### src/design/assert_macros.svh
// Assertion macros used by the RTL (included by shk_back)
`ifndef ASSERT_MACROS_SVH
`define ASSERT_MACROS_SVH
`ifndef NO_ASSERTIONS
`define ASSERT_ALWAYS(lbl, clk, rst_n, prop, msg) \
  lbl: assert property (@(posedge clk) disable iff (!rst_n) (prop)) else $error(msg);
`define ASSERT_NEXT(lbl, clk, rst_n, ante, cons, msg) \
  lbl: assert property (@(posedge clk) disable iff (!rst_n) (ante) |=> (cons)) else $error(msg);
`else
`define ASSERT_ALWAYS(lbl, clk, rst_n, prop, msg)
`define ASSERT_NEXT(lbl, clk, rst_n, ante, cons, msg)
`endif
`endif

### src/design/shk_pkg.sv
// Package: shortcut tokenizer constants, keyword tables, event type and match functions
`timescale 1ns / 1ps
package shk_pkg;

  localparam int TOKEN_MAX_CHARS = 9;
  localparam int KEY_SLOT_LIMIT  = 6;
  localparam int SLOT_N          = 6;
  localparam int QUEUE_DEPTH     = 2;
  localparam int TOK_W           = 8 * TOKEN_MAX_CHARS;
  localparam int LEN_W           = $clog2(TOKEN_MAX_CHARS + 1);
  localparam int CNT_W           = 3;

  localparam logic [7:0] CHAR_PLUS  = 8'h2B;
  localparam logic [7:0] CHAR_SPACE = 8'h20;
  localparam logic [7:0] CHAR_TAB   = 8'h09;
  localparam logic [7:0] CHAR_CR    = 8'h0D;
  localparam logic [7:0] CHAR_UA    = 8'h41;
  localparam logic [7:0] CHAR_UZ    = 8'h5A;
  localparam logic [7:0] CHAR_LA    = 8'h61;
  localparam logic [7:0] CHAR_LZ    = 8'h7A;
  localparam logic [7:0] CHAR_ZERO  = 8'h30;
  localparam logic [7:0] CHAR_ONE   = 8'h31;
  localparam logic [7:0] CHAR_NINE  = 8'h39;
  localparam logic [7:0] CASE_DELTA = 8'h20;
  localparam logic [7:0] KEY_A      = 8'h04;
  localparam logic [7:0] KEY_1      = 8'h1E;
  localparam logic [7:0] KEY_0      = 8'h27;

  localparam int MOD_N = 14;
  localparam int KEY_N = 19;

  localparam logic [TOK_W-1:0] MOD_TEXT [MOD_N] = '{
    "ctrl", "control", "shift", "alt", "option", "cmd", "gui", "win",
    "rctrl", "rshift", "ralt", "rcmd", "rgui", "rwin"};
  localparam int MOD_LEN [MOD_N] = '{4, 7, 5, 3, 6, 3, 3, 3, 5, 6, 4, 4, 4, 4};
  localparam logic [7:0] MOD_CODE [MOD_N] = '{
    8'h01, 8'h01, 8'h02, 8'h04, 8'h04, 8'h08, 8'h08, 8'h08,
    8'h10, 8'h20, 8'h40, 8'h80, 8'h80, 8'h80};

  localparam logic [TOK_W-1:0] KEY_TEXT [KEY_N] = '{
    "return", "enter", "escape", "esc", "backspace", "tab", "space",
    "f1", "f2", "f3", "f4", "f5", "f6", "f7", "f8", "f9", "f10", "f11", "f12"};
  localparam int KEY_LEN [KEY_N] = '{6, 5, 6, 3, 9, 3, 5,
    2, 2, 2, 2, 2, 2, 2, 2, 2, 3, 3, 3};
  localparam logic [7:0] KEY_CODE [KEY_N] = '{
    8'h28, 8'h28, 8'h29, 8'h29, 8'h2A, 8'h2B, 8'h2C,
    8'h3A, 8'h3B, 8'h3C, 8'h3D, 8'h3E, 8'h3F, 8'h40, 8'h41, 8'h42,
    8'h43, 8'h44, 8'h45};

  typedef struct packed {
    logic [TOK_W-1:0] text;
    logic [LEN_W-1:0] len;
    logic             skip;
    logic             rej;
    logic             is_end;
  } tok_evt_t;

  function automatic logic [7:0] mod_match(input logic [TOK_W-1:0] text,
                                           input logic [LEN_W-1:0] len);
    logic [7:0] res;
    res = 8'h00;
    for (int i = 0; i < MOD_N; i++) begin
      if (len == LEN_W'(MOD_LEN[i]) && text == MOD_TEXT[i]) res = res | MOD_CODE[i];
    end
    return res;
  endfunction

  function automatic logic [7:0] key_match(input logic [TOK_W-1:0] text,
                                           input logic [LEN_W-1:0] len);
    logic [7:0] res;
    logic [7:0] c;
    res = 8'h00;
    c = text[7:0];
    if (len == LEN_W'(1)) begin
      if (c >= CHAR_LA && c <= CHAR_LZ) res = KEY_A + (c - CHAR_LA);
      else if (c >= CHAR_ONE && c <= CHAR_NINE) res = KEY_1 + (c - CHAR_ONE);
      else if (c == CHAR_ZERO) res = KEY_0;
    end else begin
      for (int i = 0; i < KEY_N; i++) begin
        if (len == LEN_W'(KEY_LEN[i]) && text == KEY_TEXT[i]) res = res | KEY_CODE[i];
      end
    end
    return res;
  endfunction

endpackage

### src/design/shk_if.sv
// Channel interfaces: character input and keyboard report output
`timescale 1ns / 1ps
interface shk_in_if;
  logic       valid;
  logic       ready;
  logic [7:0] char_byte;
  logic       char_valid;
  logic       end_of_string;
  modport source (output valid, char_byte, char_valid, end_of_string, input ready);
  modport sink (input valid, char_byte, char_valid, end_of_string, output ready);
endinterface

interface shk_out_if;
  logic       valid;
  logic       ready;
  logic [7:0] modifier_bits;
  logic [7:0] key_slot_one;
  logic [7:0] key_slot_two;
  logic [7:0] key_slot_three;
  logic [7:0] key_slot_four;
  logic [7:0] key_slot_five;
  logic [7:0] key_slot_six;
  logic [2:0] keys_placed;
  logic [7:0] rejected_tokens;
  modport source (output valid, modifier_bits, key_slot_one, key_slot_two, key_slot_three,
                  key_slot_four, key_slot_five, key_slot_six, keys_placed,
                  rejected_tokens, input ready);
  modport sink (input valid, modifier_bits, key_slot_one, key_slot_two, key_slot_three,
                key_slot_four, key_slot_five, key_slot_six, keys_placed,
                rejected_tokens, output ready);
endinterface

### src/design/shortcut_text_to_hid_report_top.sv
// Shortcut text to keyboard report: top level
//
// in_ch carries one character a cycle (char_byte, char_valid) with end_of_string
// on the last item; a transfer happens when valid and ready are both high.
// Plus signs split the text into tokens; each token is trimmed, lowercased
// and matched against modifier and key names. At end_of_string one report
// leaves on out_ch: modifier bits, six key slots, keys_placed, rejected_tokens.
// Throughput: one character per cycle while out_ch keeps taking reports,
// including back-to-back strings; the front tokenizer, a two-entry event queue
// and the matching back end each take one item per cycle in that case.
// The end_of_string event goes through the event queue and is then loaded
// into the output register, from which the report is valid on out_ch.
// When out_ch stalls, the report is held in the output register; the back end
// keeps absorbing tokens and the queue fills only if a second report waits,
// after which in_ch.ready drops until out_ch drains.
// Reset (rst_n low, synchronous) empties the queue, drops any pending report
// and clears the token and all accumulators.
`timescale 1ns / 1ps
module shortcut_text_to_hid_report_top import shk_pkg::*; (
  input  logic      clk,
  input  logic      rst_n,
  shk_in_if.sink    in_ch,
  shk_out_if.source out_ch
);

  logic     q_push, q_ready, q_pop, head_valid;
  tok_evt_t q_evt, head_evt;

  shk_front u_front (
    .clk     (clk),
    .rst_n   (rst_n),
    .in_ch   (in_ch),
    .q_ready (q_ready),
    .q_push  (q_push),
    .q_evt   (q_evt)
  );

  shk_queue u_queue (
    .clk        (clk),
    .rst_n      (rst_n),
    .push       (q_push),
    .push_evt   (q_evt),
    .push_ready (q_ready),
    .pop        (q_pop),
    .head_valid (head_valid),
    .head_evt   (head_evt)
  );

  shk_back u_back (
    .clk        (clk),
    .rst_n      (rst_n),
    .head_valid (head_valid),
    .head_evt   (head_evt),
    .pop        (q_pop),
    .out_ch     (out_ch)
  );

endmodule

### src/design/shk_front.sv
// Front end: accepts characters, builds the trimmed lowercase token, emits token events
`timescale 1ns / 1ps
module shk_front import shk_pkg::*; (
  input  logic          clk,
  input  logic          rst_n,
  shk_in_if.sink        in_ch,
  input  logic          q_ready,
  output logic          q_push,
  output tok_evt_t      q_evt
);

  logic [TOK_W-1:0] tok_r, tok_nxt, tok_post;
  logic [LEN_W-1:0] len_r, len_nxt, len_post;
  logic             broken_r, broken_nxt, broken_post;
  logic             trail_r, trail_nxt, trail_post;
  logic             acc, is_plus, is_sp, plus_close;
  logic [7:0]       lc;

  assign in_ch.ready = q_ready;
  assign acc         = in_ch.valid && q_ready;
  assign is_plus     = in_ch.char_byte == CHAR_PLUS;
  assign is_sp       = in_ch.char_byte == CHAR_SPACE ||
                       (in_ch.char_byte >= CHAR_TAB && in_ch.char_byte <= CHAR_CR);
  assign plus_close  = in_ch.char_valid && is_plus;
  assign lc          = (in_ch.char_byte >= CHAR_UA && in_ch.char_byte <= CHAR_UZ) ?
                       in_ch.char_byte + CASE_DELTA : in_ch.char_byte;

  always_comb begin
    tok_post    = tok_r;
    len_post    = len_r;
    broken_post = broken_r;
    trail_post  = trail_r;
    if (plus_close) begin
      tok_post    = '0;
      len_post    = '0;
      broken_post = 1'b0;
      trail_post  = 1'b0;
    end else if (in_ch.char_valid) begin
      if (is_sp) begin
        trail_post = 1'b1;
      end else if (!broken_r) begin
        if (len_r != '0 && trail_r) begin
          broken_post = 1'b1;
        end else begin
          trail_post = 1'b0;
          if (len_r >= LEN_W'(TOKEN_MAX_CHARS)) begin
            broken_post = 1'b1;
          end else begin
            tok_post = {tok_r[TOK_W-9:0], lc};
            len_post = len_r + LEN_W'(1);
          end
        end
      end
    end
  end

  always_comb begin
    q_push = acc && (plus_close || in_ch.end_of_string);
    if (plus_close) begin
      q_evt.text = tok_r;
      q_evt.len  = len_r;
      q_evt.skip = !(len_r != '0 || trail_r || broken_r);
      q_evt.rej  = broken_r || len_r == '0;
    end else begin
      q_evt.text = tok_post;
      q_evt.len  = len_post;
      q_evt.skip = !(len_post != '0 || trail_post || broken_post);
      q_evt.rej  = broken_post || len_post == '0;
    end
    q_evt.is_end = in_ch.end_of_string;
  end

  always_comb begin
    tok_nxt    = tok_r;
    len_nxt    = len_r;
    broken_nxt = broken_r;
    trail_nxt  = trail_r;
    if (acc) begin
      if (in_ch.end_of_string) begin
        tok_nxt    = '0;
        len_nxt    = '0;
        broken_nxt = 1'b0;
        trail_nxt  = 1'b0;
      end else begin
        tok_nxt    = tok_post;
        len_nxt    = len_post;
        broken_nxt = broken_post;
        trail_nxt  = trail_post;
      end
    end
  end

  always_ff @(posedge clk) begin
    if (!rst_n) begin
      tok_r    <= '0;
      len_r    <= '0;
      broken_r <= 1'b0;
      trail_r  <= 1'b0;
    end else begin
      tok_r    <= tok_nxt;
      len_r    <= len_nxt;
      broken_r <= broken_nxt;
      trail_r  <= trail_nxt;
    end
  end

endmodule

### src/design/shk_queue.sv
// Short queue of token events between front and back
`timescale 1ns / 1ps
module shk_queue import shk_pkg::*; (
  input  logic     clk,
  input  logic     rst_n,
  input  logic     push,
  input  tok_evt_t push_evt,
  output logic     push_ready,
  input  logic     pop,
  output logic     head_valid,
  output tok_evt_t head_evt
);

  localparam int PTR_W = $clog2(QUEUE_DEPTH);
  localparam int CNT_QW = $clog2(QUEUE_DEPTH + 1);

  tok_evt_t          mem_r [QUEUE_DEPTH];
  logic [PTR_W-1:0]  wr_ptr_r, wr_ptr_nxt, rd_ptr_r, rd_ptr_nxt;
  logic [CNT_QW-1:0] cnt_r, cnt_nxt;

  assign push_ready = cnt_r != CNT_QW'(QUEUE_DEPTH);
  assign head_valid = cnt_r != '0;
  assign head_evt   = mem_r[rd_ptr_r];

  always_comb begin
    wr_ptr_nxt = wr_ptr_r;
    rd_ptr_nxt = rd_ptr_r;
    cnt_nxt    = cnt_r;
    if (push) begin
      wr_ptr_nxt = (wr_ptr_r == PTR_W'(QUEUE_DEPTH - 1)) ? '0 : wr_ptr_r + PTR_W'(1);
    end
    if (pop) begin
      rd_ptr_nxt = (rd_ptr_r == PTR_W'(QUEUE_DEPTH - 1)) ? '0 : rd_ptr_r + PTR_W'(1);
    end
    if (push && !pop) cnt_nxt = cnt_r + CNT_QW'(1);
    else if (pop && !push) cnt_nxt = cnt_r - CNT_QW'(1);
  end

  always_ff @(posedge clk) begin
    if (!rst_n) begin
      wr_ptr_r <= '0;
      rd_ptr_r <= '0;
      cnt_r    <= '0;
    end else begin
      wr_ptr_r <= wr_ptr_nxt;
      rd_ptr_r <= rd_ptr_nxt;
      cnt_r    <= cnt_nxt;
    end
  end

  always_ff @(posedge clk) begin
    if (push) mem_r[wr_ptr_r] <= push_evt;
  end

endmodule

### src/design/shk_back.sv
// Back end: matches tokens, accumulates modifiers, key slots and rejects, registers the report
`timescale 1ns / 1ps
`include "assert_macros.svh"
module shk_back import shk_pkg::*; (
  input  logic      clk,
  input  logic      rst_n,
  input  logic      head_valid,
  input  tok_evt_t  head_evt,
  output logic      pop,
  shk_out_if.source out_ch
);

  logic [7:0]       mod_r, mod_nxt;
  logic [7:0]       slots_r [SLOT_N];
  logic [7:0]       slots_nxt [SLOT_N];
  logic [CNT_W-1:0] cnt_r, cnt_nxt;
  logic [7:0]       rej_r, rej_nxt;
  logic             out_valid_r, out_valid_nxt, out_free, load;
  logic [7:0]       o_mod_r, o_rej_r;
  logic [7:0]       o_slots_r [SLOT_N];
  logic [CNT_W-1:0] o_cnt_r;
  logic [7:0]       m, k;
  logic             do_rej, do_place;

  assign out_free = !out_valid_r || out_ch.ready;
  assign pop      = head_valid && (!head_evt.is_end || out_free);
  assign load     = pop && head_evt.is_end;
  assign m        = mod_match(head_evt.text, head_evt.len);
  assign k        = key_match(head_evt.text, head_evt.len);

  always_comb begin
    do_rej   = 1'b0;
    do_place = 1'b0;
    mod_nxt  = mod_r;
    if (!head_evt.skip) begin
      if (head_evt.rej) begin
        do_rej = 1'b1;
      end else if (m != 8'h00) begin
        mod_nxt = mod_r | m;
      end else if (k != 8'h00 && cnt_r < CNT_W'(KEY_SLOT_LIMIT)) begin
        do_place = 1'b1;
      end else begin
        do_rej = 1'b1;
      end
    end
    for (int i = 0; i < SLOT_N; i++) begin
      slots_nxt[i] = (do_place && cnt_r == CNT_W'(i)) ? k : slots_r[i];
    end
    cnt_nxt = do_place ? cnt_r + CNT_W'(1) : cnt_r;
    rej_nxt = (do_rej && rej_r != 8'hFF) ? rej_r + 8'd1 : rej_r;
  end

  always_comb begin
    out_valid_nxt = out_valid_r;
    if (load) out_valid_nxt = 1'b1;
    else if (out_ch.ready) out_valid_nxt = 1'b0;
  end

  always_ff @(posedge clk) begin
    if (!rst_n) begin
      mod_r       <= '0;
      cnt_r       <= '0;
      rej_r       <= '0;
      out_valid_r <= 1'b0;
      for (int i = 0; i < SLOT_N; i++) slots_r[i] <= '0;
    end else begin
      out_valid_r <= out_valid_nxt;
      if (pop) begin
        if (head_evt.is_end) begin
          mod_r <= '0;
          cnt_r <= '0;
          rej_r <= '0;
          for (int i = 0; i < SLOT_N; i++) slots_r[i] <= '0;
        end else begin
          mod_r <= mod_nxt;
          cnt_r <= cnt_nxt;
          rej_r <= rej_nxt;
          for (int i = 0; i < SLOT_N; i++) slots_r[i] <= slots_nxt[i];
        end
      end
    end
  end

  always_ff @(posedge clk) begin
    if (load) begin
      o_mod_r <= mod_nxt;
      o_cnt_r <= cnt_nxt;
      o_rej_r <= rej_nxt;
      for (int i = 0; i < SLOT_N; i++) o_slots_r[i] <= slots_nxt[i];
    end
  end

  assign out_ch.valid           = out_valid_r;
  assign out_ch.modifier_bits   = o_mod_r;
  assign out_ch.key_slot_one    = o_slots_r[0];
  assign out_ch.key_slot_two    = o_slots_r[1];
  assign out_ch.key_slot_three  = o_slots_r[2];
  assign out_ch.key_slot_four   = o_slots_r[3];
  assign out_ch.key_slot_five   = o_slots_r[4];
  assign out_ch.key_slot_six    = o_slots_r[5];
  assign out_ch.keys_placed     = o_cnt_r;
  assign out_ch.rejected_tokens = o_rej_r;

  `ASSERT_ALWAYS(a_slot_bound, clk, rst_n, cnt_r <= CNT_W'(KEY_SLOT_LIMIT), "slot count past limit")
  `ASSERT_NEXT(a_clear_after_report, clk, rst_n, load, cnt_r == '0 && rej_r == '0 && mod_r == '0, "accumulators not cleared after report")
  `ASSERT_NEXT(a_out_only_on_load, clk, rst_n, !out_valid_r && !load, !out_valid_r, "report shown without load")

endmodule
### src/flat_wrapper.sv
// flat-port wrapper written by rule: the top's interface ports become plain ports
module shortcut_text_to_hid_report_top_flat import shk_pkg::*;
  (clk, rst_n, in_ch_valid, in_ch_char_byte, in_ch_char_valid, in_ch_end_of_string, in_ch_ready, out_ch_valid, out_ch_modifier_bits, out_ch_key_slot_one, out_ch_key_slot_two, out_ch_key_slot_three, out_ch_key_slot_four, out_ch_key_slot_five, out_ch_key_slot_six, out_ch_keys_placed, out_ch_rejected_tokens, out_ch_ready);
  shk_in_if in_ch_i ();
  shk_out_if out_ch_i ();
  input  logic clk;
  input  logic rst_n;
  input wire logic [$bits(in_ch_i.valid)-1:0] in_ch_valid;
  input wire logic [$bits(in_ch_i.char_byte)-1:0] in_ch_char_byte;
  input wire logic [$bits(in_ch_i.char_valid)-1:0] in_ch_char_valid;
  input wire logic [$bits(in_ch_i.end_of_string)-1:0] in_ch_end_of_string;
  output wire logic [$bits(in_ch_i.ready)-1:0] in_ch_ready;
  output wire logic [$bits(out_ch_i.valid)-1:0] out_ch_valid;
  output wire logic [$bits(out_ch_i.modifier_bits)-1:0] out_ch_modifier_bits;
  output wire logic [$bits(out_ch_i.key_slot_one)-1:0] out_ch_key_slot_one;
  output wire logic [$bits(out_ch_i.key_slot_two)-1:0] out_ch_key_slot_two;
  output wire logic [$bits(out_ch_i.key_slot_three)-1:0] out_ch_key_slot_three;
  output wire logic [$bits(out_ch_i.key_slot_four)-1:0] out_ch_key_slot_four;
  output wire logic [$bits(out_ch_i.key_slot_five)-1:0] out_ch_key_slot_five;
  output wire logic [$bits(out_ch_i.key_slot_six)-1:0] out_ch_key_slot_six;
  output wire logic [$bits(out_ch_i.keys_placed)-1:0] out_ch_keys_placed;
  output wire logic [$bits(out_ch_i.rejected_tokens)-1:0] out_ch_rejected_tokens;
  input wire logic [$bits(out_ch_i.ready)-1:0] out_ch_ready;
  assign in_ch_i.valid = in_ch_valid;
  assign in_ch_i.char_byte = in_ch_char_byte;
  assign in_ch_i.char_valid = in_ch_char_valid;
  assign in_ch_i.end_of_string = in_ch_end_of_string;
  assign in_ch_ready = in_ch_i.ready;
  assign out_ch_valid = out_ch_i.valid;
  assign out_ch_modifier_bits = out_ch_i.modifier_bits;
  assign out_ch_key_slot_one = out_ch_i.key_slot_one;
  assign out_ch_key_slot_two = out_ch_i.key_slot_two;
  assign out_ch_key_slot_three = out_ch_i.key_slot_three;
  assign out_ch_key_slot_four = out_ch_i.key_slot_four;
  assign out_ch_key_slot_five = out_ch_i.key_slot_five;
  assign out_ch_key_slot_six = out_ch_i.key_slot_six;
  assign out_ch_keys_placed = out_ch_i.keys_placed;
  assign out_ch_rejected_tokens = out_ch_i.rejected_tokens;
  assign out_ch_i.ready = out_ch_ready;
  shortcut_text_to_hid_report_top u_core (.clk(clk), .rst_n(rst_n), .in_ch(in_ch_i), .out_ch(out_ch_i));
endmodule
### config.mk
export PLATFORM = sky130hd
export DESIGN_NAME = shortcut_text_to_hid_report_top_flat
export DESIGN_NICKNAME = d
export VERILOG_FILES = /design/src/design/shk_pkg.sv /design/src/design/shk_if.sv /design/src/design/shortcut_text_to_hid_report_top.sv /design/src/design/shk_front.sv /design/src/design/shk_queue.sv /design/src/design/shk_back.sv /design/src/flat_wrapper.sv
export VERILOG_INCLUDE_DIRS = /design/src /design/src/design
export SDC_FILE = /design/constraint.sdc
export NUM_CORES = 1
export LEC_CHECK = 0
export BUFFER_PORTS_ARGS = -buffer_cell sky130_fd_sc_hd__buf_2
export CAP_MARGIN = 20
export CORE_ASPECT_RATIO = 2
export CORE_MARGIN = 5
export CORE_UTILIZATION = 62
export CTS_CLUSTER_SIZE = 25
export DETAILED_ROUTE_END_ITERATION = 10
export GPL_TIMING_DRIVEN = 0
export HOLD_SLACK_MARGIN = 0.03
export PLACE_DENSITY = 0.88
export SYNTH_ARGS = -nofsm -noshare
export SYNTH_HDL_FRONTEND = slang
export SYNTH_SLANG_ARGS = --single-unit
### constraint.sdc
create_clock -name clk -period 11.2 [get_ports clk]
set_input_delay 2.24 -clock clk [delete_from_list [all_inputs] [get_ports clk]]
set_output_delay 2.24 -clock clk [all_outputs]
set_load 0.01 [all_outputs]
==> flow_summary.rst, run 1 <==
.. list-table::
   :header-rows: 1

   * - Metric
     - Value
   * - Most frequent standard cell in the layout excluding fill and tap cells
     - sky130_fd_sc_hd__edfxtp_1
   * - Site Rows
     - 88
   * - Unique masters post-synth
     - 97
   * - Number of DRC markers after the initial detailed-route iteration
     - 1413
   * - Minimum clock period
     - 5.933 ns
   * - Worst setup skew after layout
     - 0.008675 ns
   * - Sequence of cells on the critical path
     - buf_6 > buf_2 > buf_2 > buf_6 > mux2i_1 > inv_1 > ha_1 > o211ai_1 > nand4b_1 > or4_1 > a21oi_1 > nor3_1 > a21oi_2 > nor4_4 > nor4_4 > mux2_2 > and2_1
   * - Max-cap violations
     - 0
   * - Power per Cell Area
     - 189.9 mW/mm2
   * - Setup repair after global routing missed its margin
     - false
   * - Cell with the biggest individual delay on the critical path
     - sky130_fd_sc_hd__nor4_4
   * - Depth of the worst register-to-register path
     - 17
   * - Maximum number of pins on one net before global-route repair
     - 72
   * - # DRC
     - 0
   * - Cts-stage hold buffer count
     - 0
   * - Arrival time worst endpoint
     - 6.27 ns
   * - Peak per-stage delay on the critical path
     - 0.66 ns
   * - Detail-routed net length per standard cell
     - 25.83 um
   * - Maximum clock rate
     - 0.1686 GHz
   * - Worst Setup Start Kind
     - flop
   * - Total length of routed met3 wires
     - 3467 um
   * - Number of clock sinks seen by CTS
     - 376
   * - Die extent in x
     - 130.0 um
   * - Antenna fix cells
     - 0
   * - Synth Register Bits
     - 376
   * - Maximum buffer depth of the clock tree
     - 3
   * - GRT Util Overall
     - 31.46%
   * - Worst hold path type
     - reg -> reg
   * - Cell depth of the worst min-delay path
     - 2
   * - Post-route met1 wirelength
     - 18920 um
   * - Post-CTS Setup Repair Bufs
     - 0
   * - Number of buffers inserted by port buffering
     - 82
   * - Pin slew with the least headroom to its limit
     - 1.269 ns
   * - H-tree depth
     - 1
   * - Biggest area consumer among synthesized cells
     - sky130_fd_sc_hd__edfxtp_1
   * - Async set or reset register ratio after synthesis
     - 0%
   * - Warnings, synthesis
     - 0
   * - Crit Reg-Reg Endpoint
     - u_core.u_back.slots_r[1][1]
   * - Highest net fanout along the worst path
     - 10
   * - Total wirelength of the detailed-routed design
     - 51180 um
   * - End of the worst hold path
     - u_core.u_back.mod_r[4]
   * - Netlist area before placement
     - 0.01785 mm2
   * - Area growth from synthesis to layout
     - 11.67%
   * - Floorplan core area
     - 0.02863 mm2
   * - Setup-failing EPs final
     - 0
   * - EDFF count, synth
     - 273
   * - Yosys top cell area share
     - 45.91%
   * - Worst hold margin
     - 0.5130 ns
   * - Highest routed metal layer
     - met4
   * - Hold violation count in the final report
     - 0
   * - Final net count
     - 1626
   * - Global-route wire length before repair
     - 78740 um
   * - Sum of buffers and inverters on the critical path
     - 5
   * - Number of buffers inserted during clock tree synthesis
     - 31
   * - Drt via density
     - 6.791
   * - Launch point of the worst hold path
     - u_core.u_back.mod_r[4]
   * - Top cell family by delay on the critical path
     - simple AND/OR/NAND/NOR gates
   * - Met2 wire length
     - 25880 um
   * - Outcome
     - complete, no violations
   * - Via count of the first global-routing pass
     - 13.52k
   * - Cell types with the largest area share after synthesis
     - sky130_fd_sc_hd__edfxtp_1 46%, sky130_fd_sc_hd__dfxtp_1 12%, sky130_fd_sc_hd__mux2_2 7.6%, sky130_fd_sc_hd__nor2_1 3.3%, sky130_fd_sc_hd__a22oi_1 3.2%
   * - Gates resized, CTS repair
     - 0
   * - Part of the cycle the worst path needs
     - 52.97%
   * - Net count after synthesis
     - 1500
   * - Layout cells sized above 1
     - 20.54%
   * - Peak supply drop
     - 0.2048 mV
   * - Fill cell total of the finished layout
     - 1933
   * - Pre-antenna DRT Iters
     - 10
   * - Grt ovf
     - 0
   * - Dominant synthesized flop cell
     - sky130_fd_sc_hd__edfxtp_1
   * - Residual antenna-violating net count after detailed routing
     - 0
   * - CTS root buffer
     - sky130_fd_sc_hd__clkbuf_16
   * - DP HPWL
     - 37660 um
   * - Reg clk slew, reported paths
     - 0.07 ns
   * - Portion of the post-synthesis area used by sequential elements
     - 57.46%
   * - CTS tree
     - yes
   * - Endpoint kind of the worst setup timing path
     - flop
   * - Pins Over Slew Limit
     - 0
   * - Detailed-route via count
     - 13.45k
   * - Crit path required time
     - 11.53 ns
   * - Die Area
     - 0.03250 mm2
   * - Cells after synthesis
     - 1471
   * - Routability cong.
     - 0.9823
   * - Critical path type
     - reg -> reg
   * - Leading cell types in the layout, fill and taps excluded
     - 273 x sky130_fd_sc_hd__edfxtp_1, 156 x sky130_fd_sc_hd__nor2_1, 120 x sky130_fd_sc_hd__mux2_2
   * - Static leakage
     - 7.010 nW
   * - Total Neg Setup Slack
     - 0 ns
   * - Clock latency on the worst-skew pair
     - 0.58 ns
   * - Initial cell density of the core
     - 62.37%
   * - Post-Syn Area per Cell
     - 12.14 um2
   * - Reg-to-reg setup timing slack
     - 5.27 ns
   * - Height of the die
     - 250.0 um
   * - Antenna violations before repair
     - 0
   * - Top Ports
     - 83
   * - Tightest slew margin relative to the limit
     - 15.38%
-- final cells by class --
cell class	instances	area (um2)	share of cell area (%)
flip-flops and latches	376	10260	51.46
multi-input cells	994	7162	35.92
clock buffers	39	845.8	4.242
repair buffers	93	549.3	2.755
well taps	360	450.4	2.259
plain buffers	61	304.0	1.525
clock inverters	18	217.7	1.092
inverters	40	150.1	0.7530
-- cell usage after synthesis (all sizes together) (28+ instances only) --
| cell type | number |
|---|---|
| edfxtp | 273 |
| nor2 | 156 |
| mux2 | 120 |
| dfxtp | 103 |
| a22oi | 76 |
| nand2 | 57 |
| and2 | 54 |
| clkbuf | 42 |
| a21oi | 39 |
| inv | 39 |
| nand3 | 37 |
| nor3 | 30 |
| nor4 | 28 |
| o21ai | 28 |
-- worst max-delay path by stage --
stage | start | end | cells past startpoint
final | flop | u_core.u_back.slots_r[1][1] | 17
after global routing | flop | u_core.u_back.slots_r[1][2] | 17
after CTS | flop | u_core.u_back.slots_r[1][1] | 17
after detailed placement | in_ch_char_byte[5] | u_core.u_queue.mem_r[0][18] | 11
after global placement | in_ch_char_byte[4] | u_core.u_queue.mem_r[0][52] | 5
after floorplan | in_ch_char_byte[4] | u_core.u_queue.mem_r[0][0] | 4
-- tightest hold or removal path, stage by stage (launching register included) --
cell and delay (ns):
sky130_fd_sc_hd__dfxtp_1 0.32, sky130_fd_sc_hd__nor2_1 0.10, sky130_fd_sc_hd__nor3b_1 0.05
-- logic make-up (layout without fill, tap and decap cells) --
kind of cell | Yosys count | after routing | share of synthesized area [%]
and+or+nand+nor | 556 | 556 | 18.18
xor gates and xnor gates | 20 | 20 | 0.9810
adders and majority gates | 15 | 15 | 1.051
buffers and inverters | 101 | 251 | 2.544
muxes | 134 | 134 | 8.374
DFF | 376 | 376 | 57.46
AOI/OAI and AO/OA | 269 | 269 | 11.41
-- per-layer routing --
layer | vias up | GRT usage [%]
met4 | 0 | 15.58
met1 | 6677 | 39.39
li1 | 5929 | -
met2 | 680 | 53.17
met3 | 167 | 3.962
met5 | - | 0
-- per-stage QoR --
| step | power, mW | setup WS [ns] | std cells | utilization, % | area (um2) |
|---|---|---|---|---|---|
| floorplan | 2.324 | 2.202 | 1471 | - | 17850 |
| global placement | 2.617 | -0.6759 | 1913 | 65.38 | 18720 |
| detailed placement | 2.653 | 5.310 | 1923 | 65.89 | 18860 |
| CTS | 3.783 | 5.404 | 1980 | 69.61 | 19930 |
| global route | 3.914 | 5.200 | 1981 | 69.65 | 19940 |
| finish | 3.786 | 5.267 | 1981 | 69.65 | 19940 |
-- registers in the layout (all words and copies together) (netlist names), 2 cells and up, named ones only --
| signal | count |
|---|---|
| u_core.u_front.tok_r | 72 |
| u_core.u_back.slots_r | 48 |
| u_core.u_back.out_ch.keys_placed | 3 |
| u_core.u_queue.cnt_r | 2 |
| u_core.u_front.len_r | 4 |
| u_core.u_back.mod_r | 8 |
| u_core.u_queue.mem_r | 158 |
| u_core.u_back.o_slots_r | 48 |
| u_core.u_back.rej_r | 8 |
| u_core.u_back.cnt_r | 3 |
| u_core.u_back.out_ch.rejected_tokens | 8 |
| u_core.u_back.out_ch.modifier_bits | 8 |
-- power by group --
group	internal, mW	leakage, nW	switching (mW)
Sequential	1.72	3.45	0.0704
Combinational	0.279	3.04	0.581
Clock	0.648	0.526	0.490
Total	2.65	7.01	1.14
Power figures use the tool's default switching activity.
==> inputs of run 2 (changes only) <==
==> constraint.sdc (replaced) <==
create_clock -name clk -period 5.59 [get_ports clk]
set_input_delay 1.118 -clock clk [delete_from_list [all_inputs] [get_ports clk]]
set_output_delay 1.118 -clock clk [all_outputs]
set_load 0.01 [all_outputs]
==> run 2 against run 1 <==
Net effect: total power up 100%; setup slack worse by 5.2 ns; register-to-register slack worse by 5.2 ns; core utilization up 0.39 points; critical endpoint is now u_core.u_back.slots_r[1][2].
==> flow_summary.rst, run 2 (synthesized netlist as in run 1, its figures left out) <==
.. list-table::
   :header-rows: 1

   * - Metric
     - Value
   * - Global-route wire length before repair
     - 78090 um (was 78740 um)
   * - Setup-failing EPs final
     - 0 (unchanged)
   * - Maximum number of pins on one net before global-route repair
     - 73 (was 72)
   * - Total power consumption of the routed design
     - 7.597 mW (was 3.786 mW)
   * - Tightest slew margin relative to the limit
     - 25.90% (was 15.38%)
   * - Die extent in x
     - 130.0 um (unchanged)
   * - Worst hold path type
     - reg -> reg (unchanged)
   * - Sequence of cells on the critical path
     - buf_6 > buf_2 > buf_2 > buf_6 > mux2i_1 > ha_2 > inv_1 > a211o_1 > a21oi_2 > o311ai_0 > a211oi_1 > a21oi_2 > nor4_4 > nor4_4 > buf_4 > mux2_2 > and2_1 (was buf_6 > buf_2 > buf_2 > buf_6 > mux2i_1 > inv_1 > ha_1 > o211ai_1 > nand4b_1 > or4_1 > a21oi_1 > nor3_1 > a21oi_2 > nor4_4 > nor4_4 > mux2_2 > and2_1)
   * - Power per Cell Area
     - 378.9 mW/mm2 (was 189.9 mW/mm2)
   * - DP HPWL
     - 37220 um (was 37660 um)
   * - Placed inst area
     - 0.01888 mm2 (was 0.01886 mm2)
   * - Fill cell total of the finished layout
     - 1939 (was 1933)
   * - Via count of the first global-routing pass
     - 13.33k (was 13.52k)
   * - Top Ports
     - 83 (unchanged)
   * - Register with the highest flop count
     - u_core.u_queue.mem_r (unchanged)
   * - Met2 GRT Util
     - 53.26% (was 53.17%)
   * - Site Rows
     - 88 (unchanged)
   * - Static leakage
     - 7.040 nW (was 7.010 nW)
   * - Clock latency on the worst-skew pair
     - 0.54 ns (was 0.58 ns)
   * - Grt ovf
     - 0 (unchanged)
   * - Area growth from synthesis to layout
     - 12.30% (was 11.67%)
   * - CTS tree
     - yes (unchanged)
   * - Part of the cycle the worst path needs
     - 98.52% (was 52.97%)
   * - Maximum buffer depth of the clock tree
     - 3 (unchanged)
   * - Layout cells sized above 1
     - 21.12% (was 20.54%)
   * - Worst Setup Start Kind
     - flop (unchanged)
   * - Antenna fix cells
     - 0 (unchanged)
   * - Number of DRC markers after the initial detailed-route iteration
     - 1437 (was 1413)
   * - Drt via density
     - 6.795 (was 6.791)
   * - Global-route track usage on met3
     - 3.470% (was 3.962%)
   * - Peak per-stage delay on the critical path
     - 0.75 ns (was 0.66 ns)
   * - Routability cong.
     - 1.011 (was 0.9823)
   * - Arrival time worst endpoint
     - 5.78 ns (was 6.27 ns)
   * - # DRC
     - 0 (unchanged)
   * - Met1 demand-to-capacity share in global routing
     - 39.49% (was 39.39%)
   * - Detail-routed net length per standard cell
     - 25.72 um (was 25.83 um)
   * - Reg clk slew, reported paths
     - 0.07 ns (about the same)
   * - Number of buffers inserted during clock tree synthesis
     - 34 (was 31)
   * - Crit path required time
     - 5.86 ns (was 11.53 ns)
   * - Pin slew with the least headroom to its limit
     - 1.109 ns (was 1.269 ns)
   * - Minimum clock period
     - 5.507 ns (was 5.933 ns)
   * - Highest net fanout along the worst path
     - 10 (unchanged)
   * - Maximum clock rate
     - 0.1816 GHz (was 0.1686 GHz)
   * - CTS root buffer
     - sky130_fd_sc_hd__clkbuf_16 (unchanged)
   * - Hold violation count in the final report
     - 0 (unchanged)
   * - Outcome
     - complete, no violations (unchanged)
   * - Busiest grt layer
     - met2 (unchanged)
   * - Leading cell types in the layout, fill and taps excluded
     - 273 x sky130_fd_sc_hd__edfxtp_1, 155 x sky130_fd_sc_hd__nor2_1, 120 x sky130_fd_sc_hd__mux2_2 (was 273 x sky130_fd_sc_hd__edfxtp_1, 156 x sky130_fd_sc_hd__nor2_1, 120 x sky130_fd_sc_hd__mux2_2)
   * - Cts-stage hold buffer count
     - 0 (unchanged)
   * - H-tree depth
     - 2 (was 1)
   * - Max-cap violations
     - 0 (unchanged)
   * - Floorplan core area
     - 0.02863 mm2 (unchanged)
   * - Critical path type
     - reg -> reg (unchanged)
   * - Registers with the highest flip-flop counts
     - u_core.u_queue.mem_r x158, u_core.u_front.tok_r x72 (unchanged)
   * - Initial cell density of the core
     - 62.37% (unchanged)
   * - Flip-flop count of the largest register after layout
     - 158 (unchanged)
   * - Pins Over Slew Limit
     - 0 (unchanged)
   * - Total wirelength of the detailed-routed design
     - 51160 um (was 51180 um)
   * - Worst setup skew after layout
     - 0.02598 ns (was 0.008675 ns)
   * - Antenna violations before repair
     - 0 (unchanged)
   * - Residual antenna-violating net count after detailed routing
     - 0 (unchanged)
   * - Final net count
     - 1632 (was 1626)
   * - GRT Util Overall
     - 31.28% (was 31.46%)
   * - Detailed-route via count
     - 13.52k (was 13.45k)
   * - Peak supply drop
     - 0.3373 mV (was 0.2048 mV)
   * - Post-route cell area
     - 0.02005 mm2 (was 0.01994 mm2)
   * - Endpoint kind of the worst setup timing path
     - flop (unchanged)
   * - Worst hold margin
     - 0.5061 ns (was 0.5130 ns)
   * - Number of buffers inserted by port buffering
     - 82 (unchanged)
   * - Most frequent standard cell in the layout excluding fill and tap cells
     - sky130_fd_sc_hd__edfxtp_1 (unchanged)
   * - Cell with the biggest individual delay on the critical path
     - sky130_fd_sc_hd__nor4_4 (unchanged)
   * - Die Area
     - 0.03250 mm2 (unchanged)
   * - Pre-antenna DRT Iters
     - 9 (was 10)
   * - Number of clock sinks seen by CTS
     - 376 (unchanged)
   * - Height of the die
     - 250.0 um (unchanged)
-- run 2: changes by cell type in the layout (fill, tap and decap cells not counted), moves of 3 or more --
| cell | change |
|---|---|
| sky130_fd_sc_hd__bufinv_16 | -4 |
| sky130_fd_sc_hd__ha_2 | +3 |
| sky130_fd_sc_hd__buf_6 | -6 |
| sky130_fd_sc_hd__clkinv_2 | -4 |
| sky130_fd_sc_hd__ha_1 | -3 |
| sky130_fd_sc_hd__buf_4 | +7 |
| sky130_fd_sc_hd__clkbuf_16 | +4 |
-- run 2: final cells by class --
cell class              instances  area, um2  area share [%]
clock inverters                19      161.4          0.8050
clock buffers                  43      925.9           4.618
flip-flops and latches        376      10260           51.17
multi-input cells             994       7196           35.89
repair buffers                 97      606.8           3.027
well taps                     360      450.4           2.246
plain buffers                  60      300.3           1.498
inverters                      40      150.1          0.7488
-- run 2: final timing paths --
check / from / endpoint / slack, ns / cells after the start
max: flop / u_core.u_back.slots_r[1][2] / 0.08 / 17
min reg2reg: u_core.u_back.mod_r[2] / u_core.u_back.mod_r[2] / 0.51 / 2
max reg2reg: flop / u_core.u_back.slots_r[1][2] / 0.08 / 17
min: u_core.u_back.mod_r[2] / u_core.u_back.mod_r[2] / 0.51 / 2
-- run 2: routing by layer --
metal	part of all wire, %	up-vias
met3	6.4	171
met2	51	713
met1	37	6698
met5	0	-
li1	-	5933
met4	5.6	0
-- run 2: critical path, delay by kind of cell (launching register included) --
kind                       cells  cell delay [ns]
adders and majority gates      1             0.40
DFF                            1             0.33
and+or+nand+nor                3             1.02
AOI/OAI and AO/OA              5             1.33
buffers and inverters          6             1.43
muxes                          2             0.70
-- run 2: power by group --
part,total [mW],leakage [nW],internal [mW],switching [mW]
Sequential,3.59,3.45,3.44,0.146
Clock,2.29,0.523,1.24,1.04
Combinational,1.72,3.07,0.567,1.15
Total,7.60,7.04,5.25,2.34
-- run 2: repair_timing --
| action | 4_1_cts | 5_1_grt |
|---|---|---|
| buffers inserted | 4 | 4 |
| pin swaps | 3 | 5 |
| endpoints found under the setup margin | 41 | 68 |
| gates resized for setup | 2 | 5 |
-- run 2: metrics by stage --
stage / worst slack, ns / utilization [%] / cells / setup TNS (ns)
6_report: 0.08277 / 70.04 / 1989 / 0
5_1_grt: -0.08608 / 70.04 / 1989 / -1.369
4_1_cts: 0.001238 / 69.86 / 1985 / 0
3_5_place_dp: -0.06249 / 65.95 / 1920 / -0.8494
3_3_place_gp: -1.479 / 65.39 / 1913 / -171.98
2_1_floorplan: 0.1499 / - / 1471 / 0
